$ cat src/rtl/amonf_pkg.sv
package amonf_pkg;

  localparam int ADDR_BITS       = 48;
  localparam int DEF_SETS        = 64;
  localparam int DEF_WAYS        = 4;
  localparam int DEF_CONF_BITS   = 2;
  localparam int DEF_TOTAL_BITS  = 32;
  localparam int QUEUE_DEPTH     = 2;
  localparam int OFFSET_W        = 5;
  localparam logic [OFFSET_W-1:0] OFFSET_RESET = 5'd6;
  localparam logic [OFFSET_W-1:0] OFFSET_MIN   = 5'd1;
  localparam logic [OFFSET_W-1:0] OFFSET_MAX   = 5'd16;

  localparam logic [1:0] MODE_PREDICT = 2'd0;
  localparam logic [1:0] MODE_HIT     = 2'd1;
  localparam logic [1:0] MODE_EVICT   = 2'd2;
  localparam logic [1:0] MODE_NONE    = 2'd3;

  localparam logic [1:0] L1_INVALID   = 2'd0;

  typedef struct packed {
    logic [1:0]           mode;
    logic [ADDR_BITS-1:0] address;
    logic [1:0]           l1_state;
  } in_item_t;

  typedef struct packed {
    logic near;
    logic table_hit;
  } out_item_t;

  typedef struct packed {
    logic push;
    logic full;
  } queue_ctl_t;

endpackage

$ cat src/rtl/amonf_queue.sv
module amonf_queue import amonf_pkg::*; #(
  parameter int W = 8
) (
  input  logic         clk,
  input  logic         rst_n,
  input  logic         push,
  input  logic [W-1:0] push_data,
  output logic         full,
  input  logic         pop,
  output logic         empty,
  output logic [W-1:0] pop_data
);

  localparam int PTR_W = $clog2(QUEUE_DEPTH);
  localparam int CNT_W = $clog2(QUEUE_DEPTH + 1);

  logic [W-1:0]     slot_r [QUEUE_DEPTH];
  logic [PTR_W-1:0] wr_r, wr_nxt, rd_r, rd_nxt;
  logic [CNT_W-1:0] cnt_r, cnt_nxt;

  assign full     = cnt_r == CNT_W'(QUEUE_DEPTH);
  assign empty    = cnt_r == '0;
  assign pop_data = slot_r[rd_r];

  always_comb begin
    wr_nxt  = push ? wr_r + 1'b1 : wr_r;
    rd_nxt  = pop ? rd_r + 1'b1 : rd_r;
    cnt_nxt = cnt_r + CNT_W'(push) - CNT_W'(pop);
  end

  always_ff @(posedge clk) begin
    if (!rst_n) begin
      wr_r  <= '0;
      rd_r  <= '0;
      cnt_r <= '0;
    end else begin
      wr_r  <= wr_nxt;
      rd_r  <= rd_nxt;
      cnt_r <= cnt_nxt;
    end
    if (push) begin
      slot_r[wr_r] <= push_data;
    end
  end

endmodule

$ cat config.mk
export PLATFORM = sky130hd
export DESIGN_NAME = amonf_queue
export DESIGN_NICKNAME = d
export VERILOG_FILES = /design/src/rtl/amonf_pkg.sv /design/src/rtl/amonf_queue.sv
export SDC_FILE = /design/constraint.sdc
export NUM_CORES = 1
export LEC_CHECK = 0
export ABC_AREA = 1
export CORE_MARGIN = 8
export CORE_UTILIZATION = 52
export DETAILED_ROUTE_END_ITERATION = 10
export DONT_BUFFER_PORTS = 1
export HOLD_SLACK_MARGIN = 0.02
export PLACE_DENSITY = 0.75
export SYNTH_ARGS = -nofsm -noshare
export SYNTH_HDL_FRONTEND = slang
export SYNTH_SLANG_ARGS = --single-unit
export TNS_END_PERCENT = 50
$ cat constraint.sdc
create_clock -name clk -period 1.1 [get_ports clk]
set_input_delay 0.22 -clock clk [delete_from_list [all_inputs] [get_ports clk]]
set_output_delay 0.22 -clock clk [all_outputs]
set_load 0.005 [all_outputs]
==> results of run 1 <==
-- through the flow --
stage               setup slack [ns]  utilization (%)  std cells  hold slack, ns  instance area, sq um
floorplan                    0.00327                -         58           0.313                   837
CTS                           -0.211             66.8         89          0.0292                  1010
global route                  -0.231             67.2         89          0.0415                  1010
finish                        -0.200             67.2         89          0.0379                  1010
detailed placement           -0.0228             58.5         76           0.319                   881
global placement              0.0165             58.5         76           0.315                   881
-- layout make-up --
cell class              instances  share of cell area, %
flip-flops and latches         21                   57.6
clock inverters                 1                  0.494
repair buffers                 12                   12.4
inverters                       7                   2.60
well taps                      16                   1.98
multi-input cells              29                   22.7
clock buffers                   3                   2.22
-- worst min path at each step --
stage / start / end / cells after the start
2_1_floorplan: rst_n / cnt_r[0] / 2
3_3_place_gp: rst_n / cnt_r[0] / 2
3_5_place_dp: push_data[0] / slot_r[0][0] / 0
4_1_cts: rst_n / cnt_r[1] / 2
5_1_grt: rst_n / wr_r / 2
6_report: rst_n / cnt_r[1] / 2
-- where the power goes --
part / switching, W / internal [W] / leakage [nW] / total, W
Combinational: 0.000104 / 0.000121 / 0.210 / 0.000225
Clock: 0.000211 / 0.000135 / 0.0177 / 0.000346
Sequential: 0.0000194 / 0.000909 / 0.192 / 0.000929
-- layout by cell type, fill, tap and decap left out --
| cell | n |
|---|---|
| edfxtp_1 | 16 |
| dlygate4sd3_1 | 9 |
| mux2_4 | 8 |
| nand2_1 | 8 |
| inv_1 | 7 |
| nor2_1 | 7 |
| clkbuf_4 | 3 |
| dfxtp_1 | 3 |
| nor2_2 | 2 |
| dfxtp_2 | 2 |
| buf_4 | 2 |
| a21oi_2 | 1 |
| nand3_1 | 1 |
| ha_1 | 1 |
| ha_2 | 1 |
| clkinv_2 | 1 |
| buf_12 | 1 |
-- flip-flops by register name, summed over array words and instances (netlist names), named ones only --
register  cells
slot_r       16
wr_r          1
rd_r          1
cnt_r         2
-- per-layer routing --
layer	GRT usage (%)	vias up	share of wire, %
li1	-	225	-
met1	8.84	213	43
met5	0	-	0
met2	13.5	14	51
met4	2.06	0	0
met3	3.20	0	6.3
-- cell families (layout without fill, tap and decap cells) --
group / Yosys count / after routing / share of synthesized area, %
buffers and inverters: 8 / 23 / 4.48
adder cells (fa/ha/maj): 2 / 2 / 2.99
flip-flops: 21 / 21 / 69.4
multiplexers: 8 / 8 / 14.4
AND/OR/NAND/NOR: 18 / 18 / 8.22
AO/OA/AOI/OAI: 1 / 1 / 0.597
-- critical path, stage by stage (launching register included) --
cell,delay [ns]
dfxtp_2,0.36
buf_12,0.13
mux2_4,0.31
-- what timing repair did --
| item | 4_1_cts | 5_1_grt |
|---|---|---|
| gates resized for setup | 4 | 2 |
| pin swaps | 1 | 0 |
| hold endpoints to repair | 17 | 0 |
| setup endpoints to repair | 12 | 12 |
| hold buffers | 9 | 0 |
==> flow_summary.ini, run 1 <==
[drt]
vias = 452
drt-initial-drc-count = 9
ant_nets = 0
route.detailed.drc = 0
drt-pass1-iter-count = 6
via_per_inst = 5.08
routed_wl_mm = 1.31
wl_per_cell_um = 14.7

[critical_path]
r2r-end = cnt_r[1]
critPathRequiredTime_ns = 0.88
arrival_ns = 1.08
crit_type = flop to output pin
critPathLaunchType = flop
reg2reg_slack_ns = -0.07
critPathMaxFanout = 8
worstSetupEndpoint = pop_data[3]
ff2ff_path_depth = 7
cp-end-kind = output pin
reg2reg_from = cnt_r[0]

[yosys]
synth_top_area_cell = edfxtp_1
synth_edf_count = 16
ys.flop_type = edfxtp_1
yosysWarnings = 0
seq_area_frac_synth_pct = 69.4
async_flop_share_pct = 0
syn_area_sq_um = 837
synthCells = 58
synth_most_common_cell = edfxtp_1
synth.distinct_cells = 10
synth-seq-cells = 21
synthTopCellsByCount = edfxtp_1, nor2_1, mux2_4, nand2_1, inv_1
synth_nets = 72
synth_top_area_share_pct = 57.4
syn_area_per_cell_sq_um = 14.4
synth.area.top_cells = edfxtp_1, mux2_4, dfxtp_1

[floorplan]
start_util_pct = 55.6
core_sq_mm = 0.00151
pin_count = 22
die-area_sq_mm = 0.00315
die_x_um = 56.1
dieHeight_um = 56.1
num_rows = 14

[flow_run]
max_cap_viol_count = 0

[clock_network]
cts_buffers = 3
clock_sinks = 21
insertion_delay_ns = 0.29
post_cts_buffers = 0
cts_buffer_depth = 2
clockRootBuffer = clkbuf_4
cts_tree = done
htree_levels = 1
path_clk_slew_ns = 0.11

[timing]
finalSetupTns_ns = -1.69
post-route-period-util_pct = 118
layout_min_cycle_time_ns = 1.30
hold_violations = 0
max_freq_mhz = 769
fin_ws_ns = -0.200
tightest_slew_ns = 0.317
slew_violations = 0
slew_headroom_pct = 78.8
clock-skew-final_ns = 0.00280
grt_setup_unrepaired = true
setup_viol = 10

[layout]
num_antenna_cells = 0
seq_area_sq_um = 583
drive_gt1_share_pct = 28.8
area_delta_synth_final_pct = 20.9
multi_input_area_sq_um = 230
num-fill-cells = 106
finalNetCount = 88

[global_routing]
antenna_found_initial = 0
grt_pass1_wl_mm = 2.08
grt_overflow = 0
gr-usage-all-layers_pct = 7.91
grt_pass1_vias = 452
grt_start_max_net_pins = 13

[outcome]
violations = negative setup slack
status = complete, but fails checks

[place]
io_buffer_count = 0
hpwlAfterDp_um = 924
gp_congestion = 0.610

[pwr]
p_total_w = 0.00150
p_leak_nw = 0.421
ir_worst_vdd_v = 0.000837
power_density_mw_per_mm2 = 1480

[hold_path]
timing.hold.worst.class = input pin to flop
Note: power is estimated with default switching activity, not from simulation.
==> run 2, diff against run 1 <==
--- a/config.mk
+++ b/config.mk
@@ -12,6 +12,7 @@
 export DONT_BUFFER_PORTS = 1
 export HOLD_SLACK_MARGIN = 0.02
 export PLACE_DENSITY = 0.75
+export SKIP_LAST_GASP = 1
 export SYNTH_ARGS = -nofsm -noshare
 export SYNTH_HDL_FRONTEND = slang
 export SYNTH_SLANG_ARGS = --single-unit
==> run 2 against run 1 <==
Net effect:
- the run still ends with negative setup slack left
- via count grew 0.66%
- maximum frequency is essentially flat
- cell count is the same
- clock power is essentially flat
- core utilization shrank 0.83 points
- total power shrank 1.1%
- hold slack gained 0.0011 ns
- critical path type unchanged
- largest cell class unchanged
==> flow_summary.ini, run 2 (synthesis gave the netlist of run 1 again) <==
[outcome]
status = complete, but fails checks
violations = negative setup slack

[timing]
grt_setup_unrepaired = true
hold_ws_ns = 0.0390
hold_violations = 0
slew_headroom_pct = 79.0
post-route-period-util_pct = 118
max_freq_mhz = 769
finalSetupTns_ns = -1.66
slew_violations = 0
tightest_slew_ns = 0.315
setup_viol = 10
clock-skew-final_ns = 0.00273
fin_ws_ns = -0.200
layout_min_cycle_time_ns = 1.30

[clock_network]
clock_sinks = 21
cts_buffers = 3
htree_levels = 1
insertion_delay_ns = 0.29
path_clk_slew_ns = 0.11
cts_buffer_depth = 2
cts_tree = done
clockRootBuffer = clkbuf_4

[drt]
via_per_inst = 5.11
routed_wl_mm = 1.25
wl_per_cell_um = 14.0
route.detailed.drc = 0
drt-pass1-iter-count = 4
drt-initial-drc-count = 12
vias = 455
ant_nets = 0

[critical_path]
arrival_ns = 1.08
critPathRequiredTime_ns = 0.88
critPathLaunchType = flop
cp-end-kind = output pin
crit_type = flop to output pin
critPathMaxFanout = 8
reg2reg_slack_ns = -0.07

[pwr]
power_density_mw_per_mm2 = 1480
ir_worst_vdd_v = 0.000834
p_leak_nw = 0.421
p_total_w = 0.00148

[layout]
finish.utilization_pct = 66.4
final_cell_mix = edfxtp_1, nor2_1, dlygate4sd3_1
top_regs = slot_r (16), cnt_r (2)
largest_reg_flops = 16
num_antenna_cells = 0
finalNetCount = 88
final_common_cell = edfxtp_1
drive_gt1_share_pct = 21.9
area_delta_synth_final_pct = 19.4
top_register = slot_r
num-fill-cells = 108

[floorplan]
pin_count = 22
start_util_pct = 55.6
dieHeight_um = 56.1
die_x_um = 56.1
die-area_sq_mm = 0.00315
core_sq_mm = 0.00151
num_rows = 14

[global_routing]
grt_pass1_wl_mm = 2.06
grt_start_max_net_pins = 13
grt_overflow = 0
gr-usage-all-layers_pct = 7.81
antenna_found_initial = 0
grt_pass1_vias = 445

[place]
pre_cts_slack_ns = -0.0228
gp_congestion = 0.610
io_buffer_count = 0
hpwlAfterDp_um = 924

[flow_run]
max_cap_viol_count = 0

[hold_path]
timing.hold.worst.class = input pin to flop
-- run 2: stage by stage --
| stage | std cells | instance area, sq um |
|---|---|---|
| 5_1_grt | 89 | 1000 |
| 4_1_cts | 89 | 1000 |
| 2_1_floorplan | 58 | 837 |
| 3_5_place_dp | 76 | 881 |
| 6_report | 89 | 1000 |
| 3_3_place_gp | 76 | 881 |
-- run 2: worst max-delay path: stages (launching register included) --
cell,delay (ns)
dfxtp_2,0.35
buf_12,0.13
mux2_4,0.31
-- run 2: layout make-up --
class | count | area (sq um) | area share, %
Clock buffer | 3 | 22.5 | 2.25
Clock inverter | 1 | 5.00 | 0.501
Inverter | 7 | 26.3 | 2.63
Multi-Input combinational cell | 29 | 219 | 21.9
Sequential cell | 21 | 582 | 58.2
Tap cell | 16 | 20.0 | 2.00
Timing Repair Buffer | 12 | 125 | 12.5
-- run 2: power breakdown --
| group | switching [W] | internal [W] | leakage [nW] |
|---|---|---|---|
| logic | 0.0000966 | 0.000114 | 0.212 |
| clock network | 0.000211 | 0.000135 | 0.0177 |
| registers | 0.0000182 | 0.000908 | 0.192 |
| total | 0.000325 | 0.00116 | 0.421 |
-- run 2: timing repair --
item                       in CTS  in global routing
hold endpoints to repair       17                  0
setup buffers                   0                  0
hold buffers                    9                  0
resized for setup               1                  0
setup endpoints to repair      12                 12
-- run 2: routing by layer --
layer | track usage, % | vias up | routed length (um)
met4 | 2.06 | 0 | 0
met2 | 13.2 | 14 | 603
li1 | - | 226 | -
met1 | 8.84 | 215 | 559
met3 | 3.20 | 0 | 86
met5 | 0 | - | 0
-- run 2: worst paths after layout --
kind,startpoint,to,depth (start not counted)
max,flop,pop_data[3],2
min,rst_n,cnt_r[1],2
max reg2reg,cnt_r[0],cnt_r[1],6
min reg2reg,rd_r,flop,2
