--- config.mk ---
export PLATFORM = sky130hd
export DESIGN_NAME = amonf_front
export DESIGN_NICKNAME = d
export VERILOG_FILES = /design/src/rtl/amonf_pkg.sv /design/src/rtl/amonf_front.sv
export SDC_FILE = /design/constraint.sdc
export NUM_CORES = 1
export LEC_CHECK = 0
export BUFFER_PORTS_ARGS = -buffer_cell sky130_fd_sc_hd__buf_2
export CAP_MARGIN = 40
export CORE_MARGIN = 4
export CORE_UTILIZATION = 35
export DETAILED_ROUTE_END_ITERATION = 16
export MAX_ROUTING_LAYER = met4
export SLEW_MARGIN = 10
export SYNTH_ARGS = -nofsm -noshare
export SYNTH_HDL_FRONTEND = slang
export SYNTH_SLANG_ARGS = --single-unit
--- constraint.sdc ---
create_clock -name clk -period 1.9 [get_ports clk]
set_input_delay 0.19 -clock clk [delete_from_list [all_inputs] [get_ports clk]]
set_output_delay 0.19 -clock clk [all_outputs]
set_load 0.03 [all_outputs]
--- src/rtl/amonf_pkg.sv ---
package amonf_pkg;

  localparam int ADDR_BITS       = 48;
  localparam int DEF_SETS        = 64;
  localparam int DEF_WAYS        = 4;
  localparam int DEF_CONF_BITS   = 2;
  localparam int DEF_TOTAL_BITS  = 32;
  localparam int QUEUE_DEPTH     = 2;
  localparam int OFFSET_W        = 5;
  localparam logic [OFFSET_W-1:0] OFFSET_RESET = 5'd6;
  localparam logic [OFFSET_W-1:0] OFFSET_MIN   = 5'd1;
  localparam logic [OFFSET_W-1:0] OFFSET_MAX   = 5'd16;

  localparam logic [1:0] MODE_PREDICT = 2'd0;
  localparam logic [1:0] MODE_HIT     = 2'd1;
  localparam logic [1:0] MODE_EVICT   = 2'd2;
  localparam logic [1:0] MODE_NONE    = 2'd3;

  localparam logic [1:0] L1_INVALID   = 2'd0;

  typedef struct packed {
    logic [1:0]           mode;
    logic [ADDR_BITS-1:0] address;
    logic [1:0]           l1_state;
  } in_item_t;

  typedef struct packed {
    logic near;
    logic table_hit;
  } out_item_t;

  typedef struct packed {
    logic push;
    logic full;
  } queue_ctl_t;

endpackage

--- src/rtl/amonf_front.sv ---
module amonf_front import amonf_pkg::*; #(
  parameter int SETS = DEF_SETS,
  localparam int TAG_W = ADDR_BITS - 1,
  localparam int SET_W = (SETS > 1) ? $clog2(SETS) : 1,
  localparam int QW = 3 + TAG_W + SET_W
) (
  input  logic                clk,
  input  logic                rst_n,
  input  logic [OFFSET_W-1:0] offset,
  input  logic                in_valid,
  output logic                in_stall,
  input  in_item_t            in_data,
  output logic                push,
  input  logic                full,
  output logic [QW-1:0]       push_data
);

  localparam bit   SETS_POW2 = (SETS & (SETS - 1)) == 0;
  localparam int   DIG       = 4;
  localparam int   STEPS     = (TAG_W + DIG - 1) / DIG;
  localparam int   TSH_W     = STEPS * DIG;
  localparam int   PART_W    = SET_W + DIG;
  localparam int   CNT_W     = $clog2(STEPS + 1);

  logic [OFFSET_W-1:0]  sh;
  logic [ADDR_BITS-1:0] shifted;
  logic [TAG_W-1:0]     tag;
  logic                 accept;
  logic                 keep;

  logic                 busy_r, busy_nxt;
  logic [CNT_W-1:0]     cnt_r, cnt_nxt;
  logic [SET_W-1:0]     rem_r, rem_nxt;
  logic [TSH_W-1:0]     tsh_r, tsh_nxt;
  logic [TAG_W-1:0]     tag_r, tag_nxt;
  logic [1:0]           mode_r, mode_nxt;
  logic                 l1_r, l1_nxt;
  logic [PART_W-1:0]    part;

  always_comb begin
    if (offset < OFFSET_MIN) begin
      sh = OFFSET_MIN;
    end else if (offset > OFFSET_MAX) begin
      sh = OFFSET_MAX;
    end else begin
      sh = offset;
    end
  end

  assign shifted  = in_data.address >> sh;
  assign tag      = shifted[TAG_W-1:0];
  assign in_stall = busy_r || full;
  assign accept   = in_valid && !in_stall;
  assign keep     = in_data.mode != MODE_NONE;

  always_comb begin
    busy_nxt  = busy_r;
    cnt_nxt   = cnt_r;
    rem_nxt   = rem_r;
    tsh_nxt   = tsh_r;
    tag_nxt   = tag_r;
    mode_nxt  = mode_r;
    l1_nxt    = l1_r;
    push      = 1'b0;
    push_data = '0;
    part      = {rem_r, tsh_r[TSH_W-1 -: DIG]};
    for (int k = DIG - 1; k >= 0; k--) begin
      if (part >= (PART_W'(SETS) << k)) begin
        part = part - (PART_W'(SETS) << k);
      end
    end
    if (SETS_POW2) begin
      push = accept && keep;
      push_data = {in_data.mode, in_data.l1_state != L1_INVALID, tag,
                   (SETS == 1) ? SET_W'(0) : tag[SET_W-1:0]};
    end else if (busy_r) begin
      rem_nxt = part[SET_W-1:0];
      tsh_nxt = tsh_r << DIG;
      cnt_nxt = cnt_r - 1'b1;
      if (cnt_r == CNT_W'(1)) begin
        busy_nxt  = 1'b0;
        push      = 1'b1;
        push_data = {mode_r, l1_r, tag_r, part[SET_W-1:0]};
      end
    end else if (accept && keep) begin
      busy_nxt = 1'b1;
      cnt_nxt  = CNT_W'(STEPS);
      rem_nxt  = '0;
      tsh_nxt  = TSH_W'(tag);
      tag_nxt  = tag;
      mode_nxt = in_data.mode;
      l1_nxt   = in_data.l1_state != L1_INVALID;
    end
  end

  always_ff @(posedge clk) begin
    if (!rst_n) begin
      busy_r <= 1'b0;
    end else begin
      busy_r <= busy_nxt;
    end
    cnt_r  <= cnt_nxt;
    rem_r  <= rem_nxt;
    tsh_r  <= tsh_nxt;
    tag_r  <= tag_nxt;
    mode_r <= mode_nxt;
    l1_r   <= l1_nxt;
  end

endmodule

==> results of run 1 <==
power groups by stage:
stage / Clock [mW] / Combinational [mW] / Sequential (mW)
final: 0 / 2.58 / 0
after global routing: 0 / 2.66 / 0
after CTS: 0 / 2.29 / 0
after detailed placement: 0 / 1.84 / 0
after global placement: 0 / 1.83 / 0
after floorplan: 0 / 1.15 / 0
repair_timing:
action                                  in CTS  in global routing
gates resized for setup                    254                 93
gates cloned                                 3                  0
buffers inserted                            25                 19
endpoints found under the setup margin      52                 52
pin swaps                                   58                 57
layout make-up:
cell class                      count  area, um^2
Tap cell                          108       135.1
Inverter                           22       85.08
Timing Repair Buffer              315        2775
Fill cell                         525        1633
Multi-Input combinational cell    376        4263
cells in the final DEF, fill, tap and decap left out, drive strengths merged, types with 9 or more instances in the layout:
master	instances
a211oi	18
a21oi	20
a221oi	25
a22oi	12
buf	314
inv	22
mux2	21
mux2i	31
nand2	17
nor2	40
nor2b	12
nor3	28
o21ai	24
o22ai	9
cells by family after synthesis:
logic type | count (synthesis)
and+or+nand+nor | 134
buffers and inverters | 85
muxes | 58
AOI/OAI and AO/OA | 183
path summary, 6_finish.rpt:
check	start	endpoint	slack [ns]	cells after the start
setup / recovery	offset[2]	push_data[21]	-0.41	9
hold / removal	full	in_stall	0.65	2
stage by stage:
step	utilization	hold slack (ns)	total power [mW]
final	0.8164	0.6490	2.580
after CTS	0.7484	0.6495	2.288
after detailed placement	0.6027	0.6496	1.842
after global routing	0.8164	0.6578	2.655
after global placement	0.6027	0.6471	1.830
after floorplan	-	0.4918	1.150
per-layer routing:
metal / up-vias / wire [um]
met4: 0 / 1313
met5: - / 0
met3: 144 / 2522
met1: 2754 / 8306
li1: 2349 / -
met2: 521 / 9842
critical path, cell delays in order:
cell       delay [ns]
buf_6            0.13
or4_4            0.22
buf_4            0.16
nand2_8          0.07
a2111oi_4        0.50
buf_4            0.22
mux2i_4          0.07
a221oi_2         0.32
buf_4            0.22
==> flow_summary.toml, run 1 <==
[finish]
syn2layout_area_growth_pct = 122.7
final_nets = 776
final_area_um2 = 7258
seq_area_um2 = 0
stdcell_count = 821
clock_buffers = 0
nFlopsAndLatches = 0
antenna_cells = 0
drive_above_1_share = 0.7265

[floorplan]
die-area_um2 = 10920
start_util = 0.3666
fp-row-count = 34
die_h_um = 104.5
die_w_um = 104.5
num_io_pins = 119
core_um2 = 8891

[logic_synthesis]
synthSimpleGateAreaFrac = 0.2115
yosys-top-cells-area = "mux2i_1, mux2_2, a221oi_1"
synth.most_common_cell = "nor2_1"
yosysWarnings = 0
synthAdderAreaFrac = 0
synth_top_family_by_area = "compound AO/OA/AOI/OAI gates"
synthCells = 460
synth_nets = 521
netlist_area_um2 = 3259
syn_area_per_cell_um2 = 7.086
ys_top_cells_by_count = "nor2_1, mux2i_1, nor3_1"
yosysSeqAreaShare = 0
synth.largest_area_cell = "mux2i_1"
muxShareOfSynthArea = 0.2092
synth_cell_types = 72
synth_xor_area_frac = 0
synth_compound_area_frac = 0.4441
synth_top_cell_area_share = 0.09520

[routing]
final_antenna_net_count = 0
drc_errors = 0
first_pass_iters = 7
viasPerCell = 7.026
num_vias = 5768
wl_per_cell_um = 26.78
drt-total-wl_um = 21980
drtIter0Drc = 703

[job]
cap_violations = 0

[outcome]
outcome = "complete, but fails checks"
violations = "setup timing"

[setup_path]
cp_max_fo = 8
critPathArrivalTime_ns = 2.12
end_kind = "output pin"
required_ns = 1.71
worstSetupStartpointType = "input pin"
criticalPathCategory = "input pin to output pin"

[sta]
rsz0062_at_grt = "true"
fin_crit_ns = 2.311
drv_slew = 0
setup_viol = 52
relSlewSlack = 0.5930
setup_slack_ns = -0.4112
final.setup.tns_ns = -14.51
max_freq_mhz = 432.7
worstMarginPinSlew_ns = 0.6090
timing.final.crit_share = 1.216
hold_violations = 0

[global_route]
use_met3 = 0.06021
grt-ovfl-total = 0
globalRoute.busiestLayer = "met2"
grtUsageMet2 = 0.5604
antenna_found_initial = 0
grt_pass1_vias = 5544
grtUsageMet1 = 0.4785
grt_max_degree = 22
grt_pass1_wl_um = 31580
grt_usage = 0.3662

[power]
p_sw_mw = 1.397
pwr-share-seq = 0
p_int_mw = 1.183
powerDensity_nw_per_um2 = 355.5
clock_power_share = 0
power.share.combinational = 1.000
p_sw_frac = 0.5414
p_leak_nw = 3.011
peakVddDrop_uv = 210.2

[cts]
postCtsHoldBufs = 0

[placement]
dp_slack_ns = -0.6129
placed_area_um2 = 5359
port_buffers = 117
gp_congestion = 1.012
placed_cells_incl_taps = 779
dp_hpwl_um = 14250

[worst_hold_path]
hold_path.class = "input pin to output pin"
(Power assumes the default switching activity.)
==> inputs of run 2 (changes only) <==
--- a/config.mk
+++ b/config.mk
@@ -11,6 +11,7 @@
 export CORE_UTILIZATION = 35
 export DETAILED_ROUTE_END_ITERATION = 16
 export MAX_ROUTING_LAYER = met4
+export SETUP_SLACK_MARGIN = 0.3
 export SLEW_MARGIN = 10
 export SYNTH_ARGS = -nofsm -noshare
 export SYNTH_HDL_FRONTEND = slang
==> constraint.sdc (replaced) <==
create_clock -name clk -period 1.9 [get_ports clk]
set_input_delay 0.19 -clock clk [delete_from_list [all_inputs] [get_ports clk]]
set_output_delay 0.19 -clock clk [all_outputs]
set_load 0.05 [all_outputs]
==> flow_summary.toml, run 2 (synthesis gave the netlist of run 1 again) <==
[outcome]
outcome = "complete, but fails checks"
violations = "setup timing"

[setup_path]
cp_max_fo = 5
cp.buffers_inverters = 5
crit_cells = 10
critPathTopFamily = "buffers and inverters"
critPathCapture = "push_data[36]"
critPathMaxStageDelay_ns = 0.59
required_ns = 1.71
criticalPathCategory = "input pin to output pin"
worstSetupStartpointType = "input pin"
crit_start = "offset[2]"
crit_chain = "buf_12 -> or4_4 -> buf_6 -> a221oi_4 -> buf_6 -> a2111oi_4 -> o32ai_2 -> buf_4 -> a31oi_4 -> buf_6"
cp_slowest_cell = "or4_4"
end_kind = "output pin"
cpMostUsedCell = "buf_6"
critPathArrivalTime_ns = 2.19

[finish]
seq_area_um2 = 0
antenna_cells = 0
utilization = 0.8351
layout.cells.most_common = "buf_4"
nFlopsAndLatches = 0
syn2layout_area_growth_pct = 127.8
clock_buffers = 0
stdcell_count = 821
final_nets = 776
fill_cells = 523
drive_above_1_share = 0.7377
layout_common_cells = "buf_4, buf_6, buf_2"

[sta]
worstMarginPinSlew_ns = 0.7103
setup_viol = 52
whs_ns = 0.6854
fin_crit_ns = 2.381
drv_slew = 0
setup_slack_ns = -0.4812
max_freq_mhz = 420.0
hold_violations = 0
final.setup.tns_ns = -16.60
rsz0062_at_grt = "true"
relSlewSlack = 0.5228
timing.final.crit_share = 1.253

[global_route]
antenna_found_initial = 0
grt_pass1_vias = 5378
grt_max_degree = 20
grt-ovfl-total = 0
grt_usage = 0.3652
grt_pass1_wl_um = 31360

[routing]
final_antenna_net_count = 0
first_pass_iters = 6
drc_errors = 0
num_vias = 5500
drt-total-wl_um = 21390
drtIter0Drc = 610
wl_per_cell_um = 26.05
viasPerCell = 6.699

[power]
peakVddDrop_uv = 265.0
p_leak_nw = 3.079
powerDensity_nw_per_um2 = 378.1

[placement]
dp_hpwl_um = 14930
port_buffers = 117
placed_cells_incl_taps = 778
dp_slack_ns = -0.5526
gp_congestion = 1.041

[floorplan]
die_h_um = 104.5
fp-row-count = 34
num_io_pins = 119
die_w_um = 104.5
die-area_um2 = 10920
start_util = 0.3666
core_um2 = 8891

[job]
cap_violations = 0

[worst_hold_path]
hold_path.class = "input pin to output pin"
## run 2: cell types whose count changed in the layout (fill, tap and decap cells not counted), sizes merged
cell / delta
bufbuf: -1
clkinvlp: +1
or4: -1
clkbuf: +2
inv: -1
## run 2: how the worst min path moves through the flow
stage | start | endpoint | cells past startpoint
after floorplan | full | in_stall | 1
after global placement | full | in_stall | 2
after detailed placement | in_data[51] | push_data[55] | 2
after CTS | in_data[51] | push_data[55] | 2
after global routing | in_data[51] | push_data[55] | 2
final | in_data[51] | push_data[55] | 2
## run 2: layer usage
metal / routed length [um] / vias to the layer above / global-route usage / part of all wire
li1: - / 2360 / - / -
met1: 8429 / 2630 / 0.4790 / 0.39
met2: 9918 / 412 / 0.5941 / 0.46
met3: 1989 / 98 / 0.03600 / 0.093
met4: 1051 / 0 / 0.1092 / 0.049
met5: 0 / - / - / 0
## run 2: report_power, final
part           switching [mW]  leakage [nW]  internal, mW
clock network               0             0             0
registers                   0             0             0
logic                    1.58          3.08          1.23
total                    1.58          3.08          1.23
## run 2: timing repair
item,4_1_cts,5_1_grt
resized for setup,243,86
gates cloned,1,1
hold buffers,0,0
endpoints found under the setup margin,53,53
pin swaps,55,51
buffers inserted,27,14
## run 2: per-stage QoR
step                      power (mW)  area (um^2)
after detailed placement       2.112         5612
after global placement         2.101         5612
after global routing           2.893         7425
after floorplan                1.429         4110
final                          2.807         7425
after CTS                      2.564         6918
## run 2: final cells by class
cell class                 count  area [um^2]  area share
inverter                      22        88.84     0.01196
multi-input combinational    375         4312      0.5807
tap                          108        135.1     0.01820
timing repair buffer         316         2889      0.3891
